===== config.mk =====
export PLATFORM = sky130hd
export DESIGN_NAME = pll_divider_search_top
export DESIGN_NICKNAME = d
export VERILOG_FILES = /design/src/rtl/pds_pkg.sv /design/src/rtl/pds_div.sv /design/src/rtl/pds_ctrl.sv /design/src/rtl/pll_divider_search_top.sv
export SDC_FILE = /design/constraint.sdc
export NUM_CORES = 1
export LEC_CHECK = 0
export ABC_AREA = 1
export BUFFER_PORTS_ARGS = -buffer_cell sky130_fd_sc_hd__buf_2
export CAP_MARGIN = 25
export CORE_UTILIZATION = 37
export CTS_CLUSTER_SIZE = 12
export DETAILED_ROUTE_END_ITERATION = 10
export PLACE_DENSITY_LB_ADDON = 0.05
export SLEW_MARGIN = 15
export SYNTH_ARGS = -nofsm -noshare
export SYNTH_HDL_FRONTEND = slang
export SYNTH_SLANG_ARGS = --single-unit

===== constraint.sdc =====
create_clock -name clk -period 7.6 [get_ports clk]
set_input_delay 0 -clock clk [delete_from_list [all_inputs] [get_ports clk]]
set_output_delay 0 -clock clk [all_outputs]
set_load 0.01 [all_outputs]

===== src/rtl/pds_pkg.sv =====
`default_nettype none
package pds_pkg;

  localparam int TARGET_W    = 18;
  localparam int REF_W       = 20;
  localparam int RANGE_W     = 4;
  localparam int RDW_W       = 7;
  localparam int VDW_W       = 9;
  localparam int FREQ_W      = 18;
  localparam int BYTE_W      = 8;

  localparam int RDW_LIMIT_DEF = 128;
  localparam int VDW_COUNT_DEF = 512;

  // shared divider: 2*ref over an 8-bit divisor
  localparam int DIV_W  = REF_W + 1;
  localparam int DVS_W  = 8;
  localparam int DIV_CW = $clog2(DIV_W + 1);

  // VCO quotient: 2*ref*(vdw+8)/2 at most
  localparam int VCO_W = 30;

  localparam logic [DVS_W-1:0] LIM_DIV   = DVS_W'(200);
  localparam logic [VCO_W-1:0] VCO_MIN   = VCO_W'(12000);
  localparam logic [VCO_W-1:0] VCO_MAX   = VCO_W'(240000);
  localparam logic [FREQ_W-1:0] ERR_MAX  = FREQ_W'(100);
  localparam logic [RANGE_W-1:0] RANGE_MAX = RANGE_W'(7);
  localparam int PRIME_STEPS = 8;

  // frequency = (vco * recip) >> RECIP_SHIFT, exact for 18-bit vco
  localparam int RECIP_SHIFT = 21;
  localparam int RECIP_W     = 22;
  localparam int PROD_W      = FREQ_W + RECIP_W;

  typedef struct packed {
    logic [TARGET_W-1:0] target_freq;
    logic [REF_W-1:0]    ref_freq;
    logic [RANGE_W-1:0]  range_code;
  } in_t;

  typedef struct packed {
    logic              ok;
    logic [RDW_W-1:0]  best_rdw;
    logic [VDW_W-1:0]  best_vdw;
    logic [FREQ_W-1:0] achieved_freq;
    logic [BYTE_W-1:0] rdw_reg_byte;
    logic [BYTE_W-1:0] vdw_reg_byte;
  } out_t;

  typedef enum logic [3:0] {
    S_IDLE,
    S_LIM_GO,
    S_LIM_WAIT,
    S_RD_GO,
    S_RD_WAIT,
    S_PRIME,
    S_MUL,
    S_CMP,
    S_FIN
  } state_t;

  typedef struct packed {
    logic idle;
    logic div_start;
    logic div_lim;
    logic take_limit;
    logic take_ab;
    logic prime;
    logic mul;
    logic cmp;
    logic finish;
  } ctrl_t;

  typedef struct packed {
    logic in_valid;
    logic range_bad;
    logic div_done;
    logic limit_zero;
    logic prime_last;
    logic vdw_last;
    logic rdw_last;
    logic out_free;
  } stat_t;

  // ceil(2^21 / od) for od = {6,2,8,4,5,7,1,3}[range]
  function automatic logic [RECIP_W-1:0] od_recip(input logic [2:0] range);
    logic [RECIP_W-1:0] r;
    case (range)
      3'd0:    r = RECIP_W'(349526);
      3'd1:    r = RECIP_W'(1048576);
      3'd2:    r = RECIP_W'(262144);
      3'd3:    r = RECIP_W'(524288);
      3'd4:    r = RECIP_W'(419431);
      3'd5:    r = RECIP_W'(299594);
      3'd6:    r = RECIP_W'(2097152);
      3'd7:    r = RECIP_W'(699051);
      default: r = RECIP_W'(2097152);
    endcase
    return r;
  endfunction

endpackage
`default_nettype wire


===== src/rtl/pds_div.sv =====
`default_nettype none
module pds_div
  import pds_pkg::*;
(
  input  wire logic             clk,
  input  wire logic             rst_n,
  input  wire logic             start,
  input  wire logic [DIV_W-1:0] dividend,
  input  wire logic [DVS_W-1:0] divisor,
  output logic                  done,
  output logic [DIV_W-1:0]      quot,
  output logic [DVS_W-1:0]      rem
);

  logic              busy_r, busy_nxt;
  logic              done_r, done_nxt;
  logic [DIV_CW-1:0] cnt_r, cnt_nxt;
  logic [DIV_W-1:0]  quo_r, quo_nxt;
  logic [DVS_W-1:0]  rem_r, rem_nxt;
  logic [DVS_W-1:0]  dvs_r, dvs_nxt;
  logic [DVS_W:0]    trial;
  logic [DVS_W:0]    diff;
  logic              ge;

  // one restoring step per cycle, MSB first
  assign trial = {rem_r, quo_r[DIV_W-1]};
  assign ge    = trial >= {1'b0, dvs_r};
  assign diff  = trial - {1'b0, dvs_r};

  always_comb begin
    busy_nxt = busy_r;
    done_nxt = 1'b0;
    cnt_nxt  = cnt_r;
    quo_nxt  = quo_r;
    rem_nxt  = rem_r;
    dvs_nxt  = dvs_r;
    if (start) begin
      busy_nxt = 1'b1;
      cnt_nxt  = '0;
      quo_nxt  = dividend;
      rem_nxt  = '0;
      dvs_nxt  = divisor;
    end else if (busy_r) begin
      quo_nxt = {quo_r[DIV_W-2:0], ge};
      rem_nxt = ge ? diff[DVS_W-1:0] : trial[DVS_W-1:0];
      cnt_nxt = cnt_r + 1'b1;
      if (cnt_r == DIV_CW'(DIV_W - 1)) begin
        busy_nxt = 1'b0;
        done_nxt = 1'b1;
      end
    end
  end

  always_ff @(posedge clk) begin
    if (!rst_n) begin
      busy_r <= 1'b0;
      done_r <= 1'b0;
      cnt_r  <= '0;
    end else begin
      busy_r <= busy_nxt;
      done_r <= done_nxt;
      cnt_r  <= cnt_nxt;
    end
    quo_r <= quo_nxt;
    rem_r <= rem_nxt;
    dvs_r <= dvs_nxt;
  end

  assign done = done_r;
  assign quot = quo_r;
  assign rem  = rem_r;

endmodule
`default_nettype wire


===== src/rtl/pds_ctrl.sv =====
`default_nettype none
module pds_ctrl
  import pds_pkg::*;
(
  input  wire logic  clk,
  input  wire logic  rst_n,
  input  wire stat_t stat,
  output ctrl_t      ctrl
);

  state_t state_r, state_nxt;

  always_comb begin
    state_nxt = state_r;
    case (state_r)
      S_IDLE: begin
        if (stat.in_valid) state_nxt = stat.range_bad ? S_FIN : S_LIM_GO;
      end
      S_LIM_GO:   state_nxt = S_LIM_WAIT;
      S_LIM_WAIT: begin
        if (stat.div_done) state_nxt = stat.limit_zero ? S_FIN : S_RD_GO;
      end
      S_RD_GO:    state_nxt = S_RD_WAIT;
      S_RD_WAIT: begin
        if (stat.div_done) state_nxt = S_PRIME;
      end
      S_PRIME: begin
        if (stat.prime_last) state_nxt = S_MUL;
      end
      S_MUL:      state_nxt = S_CMP;
      S_CMP: begin
        if (!stat.vdw_last)     state_nxt = S_MUL;
        else if (stat.rdw_last) state_nxt = S_FIN;
        else                    state_nxt = S_RD_GO;
      end
      S_FIN: begin
        if (stat.out_free) state_nxt = S_IDLE;
      end
      default:    state_nxt = S_IDLE;
    endcase
  end

  always_comb begin
    ctrl            = '0;
    ctrl.idle       = state_r == S_IDLE;
    ctrl.div_start  = (state_r == S_LIM_GO) || (state_r == S_RD_GO);
    ctrl.div_lim    = state_r == S_LIM_GO;
    ctrl.take_limit = (state_r == S_LIM_WAIT) && stat.div_done;
    ctrl.take_ab    = (state_r == S_RD_WAIT) && stat.div_done;
    ctrl.prime      = state_r == S_PRIME;
    ctrl.mul        = state_r == S_MUL;
    ctrl.cmp        = state_r == S_CMP;
    ctrl.finish     = (state_r == S_FIN) && stat.out_free;
  end

  always_ff @(posedge clk) begin
    if (!rst_n) state_r <= S_IDLE;
    else        state_r <= state_nxt;
  end

endmodule
`default_nettype wire


===== src/rtl/pll_divider_search_top.sv =====
`default_nettype none
// Divider search for a clock synthesizer.
// A request on in_* carries a target frequency, a reference frequency and a
// range code; one result on out_* returns the best reference and VCO divider
// words, the frequency they reach, the ok flag and the two packed register
// bytes. in_ready is high only while the search engine is idle, so one
// request is worked on at a time.
// A bad range code goes straight to the output register. Otherwise the
// engine finds the rdw bound (ref/200 on the shared divider), then for
// each rdw value divides 2*ref by rdw+2, takes 8 priming steps and sweeps
// the VDW_COUNT vdw values (multiply, then compare, for each), and at the
// end loads the output register. One request is searched at a time; the
// engine goes back to idle before it takes the next. The shared bit-serial
// divider and the multiply and compare of each pair set the search time.
// The result sits in an output register; a new request may be taken while
// it waits, but the next result holds the engine until out_ready drains it.
// Reset (rst_n low, synchronous) idles the engine and drops any result.
module pll_divider_search_top
  import pds_pkg::*;
#(
  parameter int RDW_LIMIT = RDW_LIMIT_DEF,
  parameter int VDW_COUNT = VDW_COUNT_DEF
) (
  input  wire logic clk,
  input  wire logic rst_n,
  input  wire logic in_valid,
  output logic      in_ready,
  input  wire in_t  in_data,
  output logic      out_valid,
  input  wire logic out_ready,
  output out_t      out_data
);

  localparam int RCW = $clog2(RDW_LIMIT + 1);

  ctrl_t ctrl;
  stat_t stat;

  // request fields
  logic [TARGET_W-1:0] target_r;
  logic [REF_W-1:0]    ref_r;
  logic [2:0]          range_r;
  logic                bad_r;

  // search counters
  logic [RCW-1:0]      limit_r;
  logic [RCW-1:0]      rdw_r;
  logic [VDW_W-1:0]    vdw_r;
  logic [2:0]          prime_cnt_r;

  // 2*ref = d*a + b for the current rdw
  logic [DIV_W-1:0]    a_r;
  logic [DVS_W-1:0]    b_r;

  // running VCO quotient and remainder
  logic [VCO_W-1:0]    vq_r;
  logic [DVS_W-1:0]    vr_r;

  logic [FREQ_W-1:0]   f_r;
  logic                inr_r;

  logic [FREQ_W-1:0]   best_err_r;
  logic [RDW_W-1:0]    best_rdw_r;
  logic [VDW_W-1:0]    best_vdw_r;
  logic [FREQ_W-1:0]   best_f_r;

  out_t                out_r;
  logic                out_valid_r;

  // divider hookup
  logic                div_done;
  logic [DIV_W-1:0]    div_quot;
  logic [DVS_W-1:0]    div_rem;
  logic [DIV_W-1:0]    div_dividend;
  logic [DVS_W-1:0]    div_divisor;
  logic [DVS_W-1:0]    dsr;

  logic                accept;
  logic [RCW-1:0]      limit_nxt;
  logic [DIV_W-1:0]    qm2;
  logic [DVS_W:0]      vsum;
  logic                vwrap;
  logic [VCO_W-1:0]    vq_step;
  logic [DVS_W-1:0]    vr_step;
  logic [PROD_W-1:0]   prod;
  logic [FREQ_W-1:0]   err;
  logic                better;
  logic                ok;
  out_t                res;

  assign accept   = in_valid && ctrl.idle;
  assign in_ready = ctrl.idle;

  assign dsr          = DVS_W'(rdw_r) + DVS_W'(2);
  assign div_dividend = ctrl.div_lim ? {1'b0, ref_r} : {ref_r, 1'b0};
  assign div_divisor  = ctrl.div_lim ? LIM_DIV : dsr;

  pds_div u_div (
    .clk      (clk),
    .rst_n    (rst_n),
    .start    (ctrl.div_start),
    .dividend (div_dividend),
    .divisor  (div_divisor),
    .done     (div_done),
    .quot     (div_quot),
    .rem      (div_rem)
  );

  // rdw bound: ref/200 below 2 takes the full limit, else min(q-2, limit)
  assign qm2 = div_quot - DIV_W'(2);
  always_comb begin
    if (div_quot < DIV_W'(2))            limit_nxt = RCW'(RDW_LIMIT);
    else if (qm2 > DIV_W'(RDW_LIMIT))    limit_nxt = RCW'(RDW_LIMIT);
    else                                 limit_nxt = qm2[RCW-1:0];
  end

  // advance the numerator by 2*ref: quotient gains a (plus one on carry)
  assign vsum    = {1'b0, vr_r} + {1'b0, b_r};
  assign vwrap   = vsum >= {1'b0, dsr};
  assign vr_step = vwrap ? DVS_W'(vsum - {1'b0, dsr}) : vsum[DVS_W-1:0];
  assign vq_step = vq_r + VCO_W'(a_r) + VCO_W'(vwrap);

  assign prod = vq_r[FREQ_W-1:0] * od_recip(range_r);

  assign err    = (f_r > target_r) ? (f_r - target_r) : (target_r - f_r);
  assign better = inr_r && (err < best_err_r);

  assign stat.in_valid   = in_valid;
  assign stat.range_bad  = in_data.range_code > RANGE_MAX;
  assign stat.div_done   = div_done;
  assign stat.limit_zero = limit_nxt == '0;
  assign stat.prime_last = prime_cnt_r == 3'(PRIME_STEPS - 1);
  assign stat.vdw_last   = vdw_r == VDW_W'(VDW_COUNT - 1);
  assign stat.rdw_last   = RCW'(rdw_r + 1'b1) == limit_r;
  assign stat.out_free   = !out_valid_r || out_ready;

  pds_ctrl u_ctrl (
    .clk   (clk),
    .rst_n (rst_n),
    .stat  (stat),
    .ctrl  (ctrl)
  );

  always_ff @(posedge clk) begin
    if (accept) begin
      target_r   <= in_data.target_freq;
      ref_r      <= in_data.ref_freq;
      range_r    <= in_data.range_code[2:0];
      bad_r      <= in_data.range_code > RANGE_MAX;
      best_err_r <= in_data.target_freq;
      best_rdw_r <= '0;
      best_vdw_r <= '0;
      best_f_r   <= '0;
    end
    if (ctrl.take_limit) begin
      limit_r <= limit_nxt;
      rdw_r   <= '0;
    end
    if (ctrl.take_ab) begin
      a_r         <= div_quot;
      b_r         <= div_rem;
      vq_r        <= '0;
      vr_r        <= '0;
      vdw_r       <= '0;
      prime_cnt_r <= '0;
    end
    // step from a zero numerator up to 16*ref (vdw = 0)
    if (ctrl.prime) begin
      vq_r        <= vq_step;
      vr_r        <= vr_step;
      prime_cnt_r <= prime_cnt_r + 1'b1;
    end
    if (ctrl.mul) begin
      inr_r <= (vq_r >= VCO_MIN) && (vq_r <= VCO_MAX);
      f_r   <= prod[RECIP_SHIFT +: FREQ_W];
    end
    if (ctrl.cmp) begin
      if (better) begin
        best_err_r <= err;
        best_rdw_r <= RDW_W'(rdw_r);
        best_vdw_r <= vdw_r;
        best_f_r   <= f_r;
      end
      vq_r  <= vq_step;
      vr_r  <= vr_step;
      vdw_r <= vdw_r + 1'b1;
      if (stat.vdw_last) rdw_r <= rdw_r + 1'b1;
    end
  end

  // pack the result; a bad range code reports all zeros
  assign ok = !bad_r && (best_err_r <= ERR_MAX);
  always_comb begin
    res = '0;
    if (!bad_r) begin
      res.ok            = ok;
      res.best_rdw      = best_rdw_r;
      res.best_vdw      = best_vdw_r;
      res.achieved_freq = best_f_r;
      res.rdw_reg_byte  = {best_vdw_r[0], best_rdw_r};
      res.vdw_reg_byte  = {best_vdw_r[5], best_vdw_r[6], best_vdw_r[7],
                           best_vdw_r[8], best_vdw_r[4:1]};
    end
  end

  always_ff @(posedge clk) begin
    if (!rst_n) begin
      out_valid_r <= 1'b0;
    end else if (ctrl.finish) begin
      out_valid_r <= 1'b1;
    end else if (out_ready) begin
      out_valid_r <= 1'b0;
    end
    if (ctrl.finish) out_r <= res;
  end

  assign out_valid = out_valid_r;
  assign out_data  = out_r;

endmodule
`default_nettype wire

### Word level (Yosys, flattened, before mapping)

Memories as Yosys holds them, arrays and structs flattened. A register that Yosys moved wholly into a read port is not among the register bits.
Cells that the tools add are included.

| storage, ports and cells | value |
|---|---|
| bits in registers | 308 |
| bits in read-only memories | 176 |
| bits of input ports | 46 |
| output and inout bits | 53 |
| word-level logic and storage cells | 147 |
| memories kept | 1 |

Memories:

| memory | depth | width | read ports | clocked after Yosys merged registers in | wr ports | RTL line | RTL |
|---|---|---|---|---|---|---|---|
| (name not given) | 8 | 22 | 1 | 1 | 0 | pds_pkg.sv:88 | `case (range)` |

| cells by class | value |
|---|---|
| add/sub/neg operators | 13 |
| multipliers | 1 |
| order comparisons | 10 |
| equality and inequality tests | 17 |
| muxes and demuxes | 50 |
| bitwise operators | 2 |
| reductions and logical operators | 21 |

Operators with widths:

| kind | number |
|---|---|
| $mux 18 | 7 |
| $mux 30 | 3 |
| $mux 8 | 10 |
| $mux 21 | 3 |
| $mux 9 | 5 |
| $mul 18x22->39 | 1 |
| $mux 4 | 9 |
| $pmux 4 s9 | 1 |
| $sub 18x18->18 | 2 |
| $add 30x1->30 | 1 |
| $add 30x21->30 | 1 |
| $ge 30x14->1 const B | 1 |
| $le 30x18->1 const B | 1 |
| $gt 21x8->1 const B | 1 |
| $lt 21x2->1 const B | 1 |
| $mux 7 | 3 |
| $sub 21x2->21 const B | 1 |
| $ge 9x8->1 | 2 |
| $gt 18x18->1 | 1 |
| $le 18x7->1 const B | 1 |
| $lt 18x18->1 | 1 |
| $eq 4x3->1 const B | 4 |
| $sub 8x8->8 | 2 |
| $add 8x8->9 | 1 |
| other kinds (28) | 51 |

### Depth between registers and ports, before layout

| logic depth | value |
|---|---|
| word-level depth | 8 |
| gate-level depth with buffers | 30 |
| depth with buffers taken out | 30 |

### By module

Synthesis repeated with hierarchy kept, for this count alone.

| unflattened totals | value |
|---|---|
| cell total of the unflattened synthesis | 3609 |
| area total of the unflattened synthesis | 29359.4 µm² |

By module, submodules not included:

| module | times used | cells an instance | area each (µm²) | sequential area each (µm²) |
|---|---|---|---|---|
| pll_divider_search_top | 1 | 3262 | 26645.6 | 6976.7 |
| pds_div | 1 | 263 | 2265.9 | 1171.1 |
| pds_ctrl | 1 | 84 | 447.9 | 80.1 |

### Least setup slack after synthesis

No wires, ideal clock.

| path | value |
|---|---|
| kind | reg-to-reg |
| from | register (tool-made name) |
| to | register f_r[9] (data pin) |
| library setup time | 262 ps |
| arrival time | 5566 ps |
| data required time | 7338 ps |
| setup slack | 1772 ps |
| cell stages (with the launch flop) | 25 |
| path buffers | 2 |
| clock period less this slack | 5828 ps |
| cells stage by stage | dfxtp_1 clkbuf_1 clkbuf_1 nand2_1 fa_1 inv_1 fa_1 fa_1 inv_1 fa_1 inv_1 fa_1 inv_1 fa_1 inv_1 ha_1 a21oi_1 inv_1 a31oi_1 o31ai_1 nand2_1 nand2_1 a21oi_1 o21bai_1 xor2_1 |

RTL lines:

| element | RTL line | RTL |
|---|---|---|
| end signal: assignment | pll_divider_search_top.sv:175 | `f_r <= prod[RECIP_SHIFT +: FREQ_W];` |
| end: declaration | pll_divider_search_top.sv:59 | `logic [FREQ_W-1:0] f_r;` |

==> results_dict.tcl <==
set metrics [dict create \
    htreeDepth 2 \
    hold_class "primary input to register" \
    grt_max_degree 96 \
    cts_sinks 305 \
    gr-total-overflow 0 \
    yosys.area_share.adder_pct 31.5 \
    rows 101 \
    io_buffers 98 \
    synth_top_cell_by_area "edfxtp_1" \
    dp_hpwl_mm 72.2 \
    fin_nets 4018 \
    cts_resized 0 \
    drive_above_1_share_pct 6.65 \
    dr.pass1.iters 5 \
    cp-end-kind "register" \
    min_period_ns 6.49 \
    maxSlewViolCount 0 \
    gp_congestion 0.924 \
    synth_top_family_by_area "adder cells" \
    max-slew-margin-rel_pct 34.1 \
    ant_nets 0 \
    post_cts.repair.setup_buffers 0 \
    synth.area.top_cells "edfxtp_1 (22%), fa_1 (22%), inv_1 (11%)" \
    synth-compound-area-share_pct 9.49 \
    design.portCount 99 \
    dieWidth_um 279 \
    rsz0062_at_grt "no" \
    synth_area_um2 28400 \
    clock_latency_ns 0.57 \
    synth-xor-area-share_pct 2.50 \
    drtIter0Drc 1114 \
    cts_max_path_buffers 3 \
    synth_top_area_share_pct 22.4 \
    vias 21800 \
    syn2layout_area_growth_pct 11.3 \
    synth_edf_count 212 \
    clk_pin_slew_ns 0.06 \
    hold_viol_final 0 \
    dieArea_um2 77900 \
    crit_arrival_ns 6.78 \
    fin_skew_ns 0.0332 \
    yosysMostFrequentCell "inv_1" \
    finalWirelength_mm 86.6 \
    async_flop_share_pct 0 \
    start_kind "register" \
    ys_ff_latch 305 \
    fp.dieH_um 279 \
    grt_pass1_vias 22900 \
    cts_buffers 38 \
    synth_common_cells "inv_1 (818), nand2_1 (592), fa_1 (312)" \
    yosys.area_share.simple_pct 14.9 \
    slowest_stage "dfxtp_1" \
    start_util_pct 37.4 \
    totalNegativeSetupSlack_ns 0 \
    required_ns 7.89 \
    syn_nets 3913 \
    synth_warnings 0 \
    ys_dominant_reg_cell "edfxtp_1" \
    worst_pin_slew_ns 0.988 \
    yosysSeqAreaShare_pct 29.0 \
    wl_per_cell_um 19.2 \
    clockRootBuffer "clkbuf_16" \
    critPathMaxFanout 14 \
    cp_common_cell "fa_1" \
    max_stage_delay_ns 0.81 \
    syn_inst 3339 \
    synth.avg_cell_area_um2 8.51 \
    timing.final.crit_share_pct 85.4 \
    grt_usage_pct 22.5 \
    drc 0 \
    grt_pass1_wl_mm 134 \
    cts_tree "built" \
    maxCapViolations 0 \
    crit_type "register to register" \
    status "finished clean" \
    antenna_found_initial 0 \
    viasPerCell 4.85 \
    finalSetupViolations 0 \
    path_cells "nand2_1, fa_1, fa_1, inv_1, fa_1, fa_1, fa_1, inv_1, fa_1, inv_1, ha_1, a21oi_1, inv_1, a21oi_1, inv_1, a21oi_1, nand2_1, a21oi_1, o21bai_1, xor2_1" \
    yosysUniqueCellTypes 58 \
    diodes 0 \
    core_area_um2 75900 \
    hold_buffers 46 \
    synthMuxAreaShare_pct 0.0704 \
    fmax_mhz 154 \
]
==> logic make-up after synthesis <==
group | count (synthesis)
simple gates | 1017
buf+inv | 932
fa+ha+maj | 528
compound gates | 474
flops | 305
xor+xnor | 81
mux | 2
==> flip-flops by register name, summed over array words and instances (netlist names), 9 cells and up, named ones only <==
name        cells
out_data       35
vq_r           30
a_r            21
u_div.quot     21
ref_r          20
best_err_r     18
best_f_r       18
f_r            18
target_r       18
best_vdw_r      9
vdw_r           9
==> worst max-delay path: cells and delay by family, from the launching register on <==
family                     cells  cell delay [ns]
adders and majority gates      7             3.67
DFF                            1             0.81
AOI/OAI and AO/OA              5             0.80
and+or+nand+nor                2             0.49
buffers and inverters          5             0.29
xor gates and xnor gates       1             0.14
==> final cells by class <==
cell class / count / area (um2)
Clock inverter: 10 / 111
Tap cell: 1030 / 1290
Inverter: 822 / 3090
Fill cell: 7698 / 44300
Sequential cell: 305 / 8230
Multi-Input combinational cell: 2102 / 16600
Timing Repair Buffer: 175 / 1180
Clock buffer: 59 / 1110
==> per-layer routing <==
layer  up-vias  track usage (%)  wire, um
met4         0             5.62      1940
met3        91             2.03      2480
li1      10600                -         -
met5         -                0         0
met2       379             40.8     44100
met1     10800             28.7     38200
==> path summary, 6_finish.rpt <==
| kind | startpoint | end | slack, ns | cells past startpoint |
|---|---|---|---|---|
| min | in_data[8] | ref_r[4] | 0.14 | 2 |
| max | register | f_r[9] | 1.11 | 20 |
| max reg2reg | register | f_r[9] | 1.11 | 20 |
| min reg2reg | u_div.rem[7] | b_r[7] | 0.47 | 0 |
==> metrics by stage <==
stage | cells | instance area, um2 | hold WS (ns) | utilization (%) | setup WS, ns
after CTS | 4503 | 31600 | 0.106 | 41.6 | 1.05
after floorplan | 3339 | 28400 | 0.0989 | - | 1.77
after detailed placement | 4388 | 29900 | 0.178 | 39.4 | 1.06
final | 4503 | 31600 | 0.140 | 41.6 | 1.11
after global routing | 4503 | 31600 | 0.127 | 41.6 | 0.718
after global placement | 4388 | 29900 | 0.177 | 39.4 | 1.16
==> placed cells by master (no fill, tap or decap), types with 91 or more instances in the layout <==
cell / count
nand3_1: 91
fa_1: 312
a21oi_1: 171
buf_2: 98
dfxtp_1: 93
nor2_1: 219
edfxtp_1: 212
inv_1: 817
ha_1: 216
nand2_1: 592
o21ai_0: 158
Power is not shown: default switching activity piles up to over one toggle a cycle in this logic, so the estimate is an artifact.
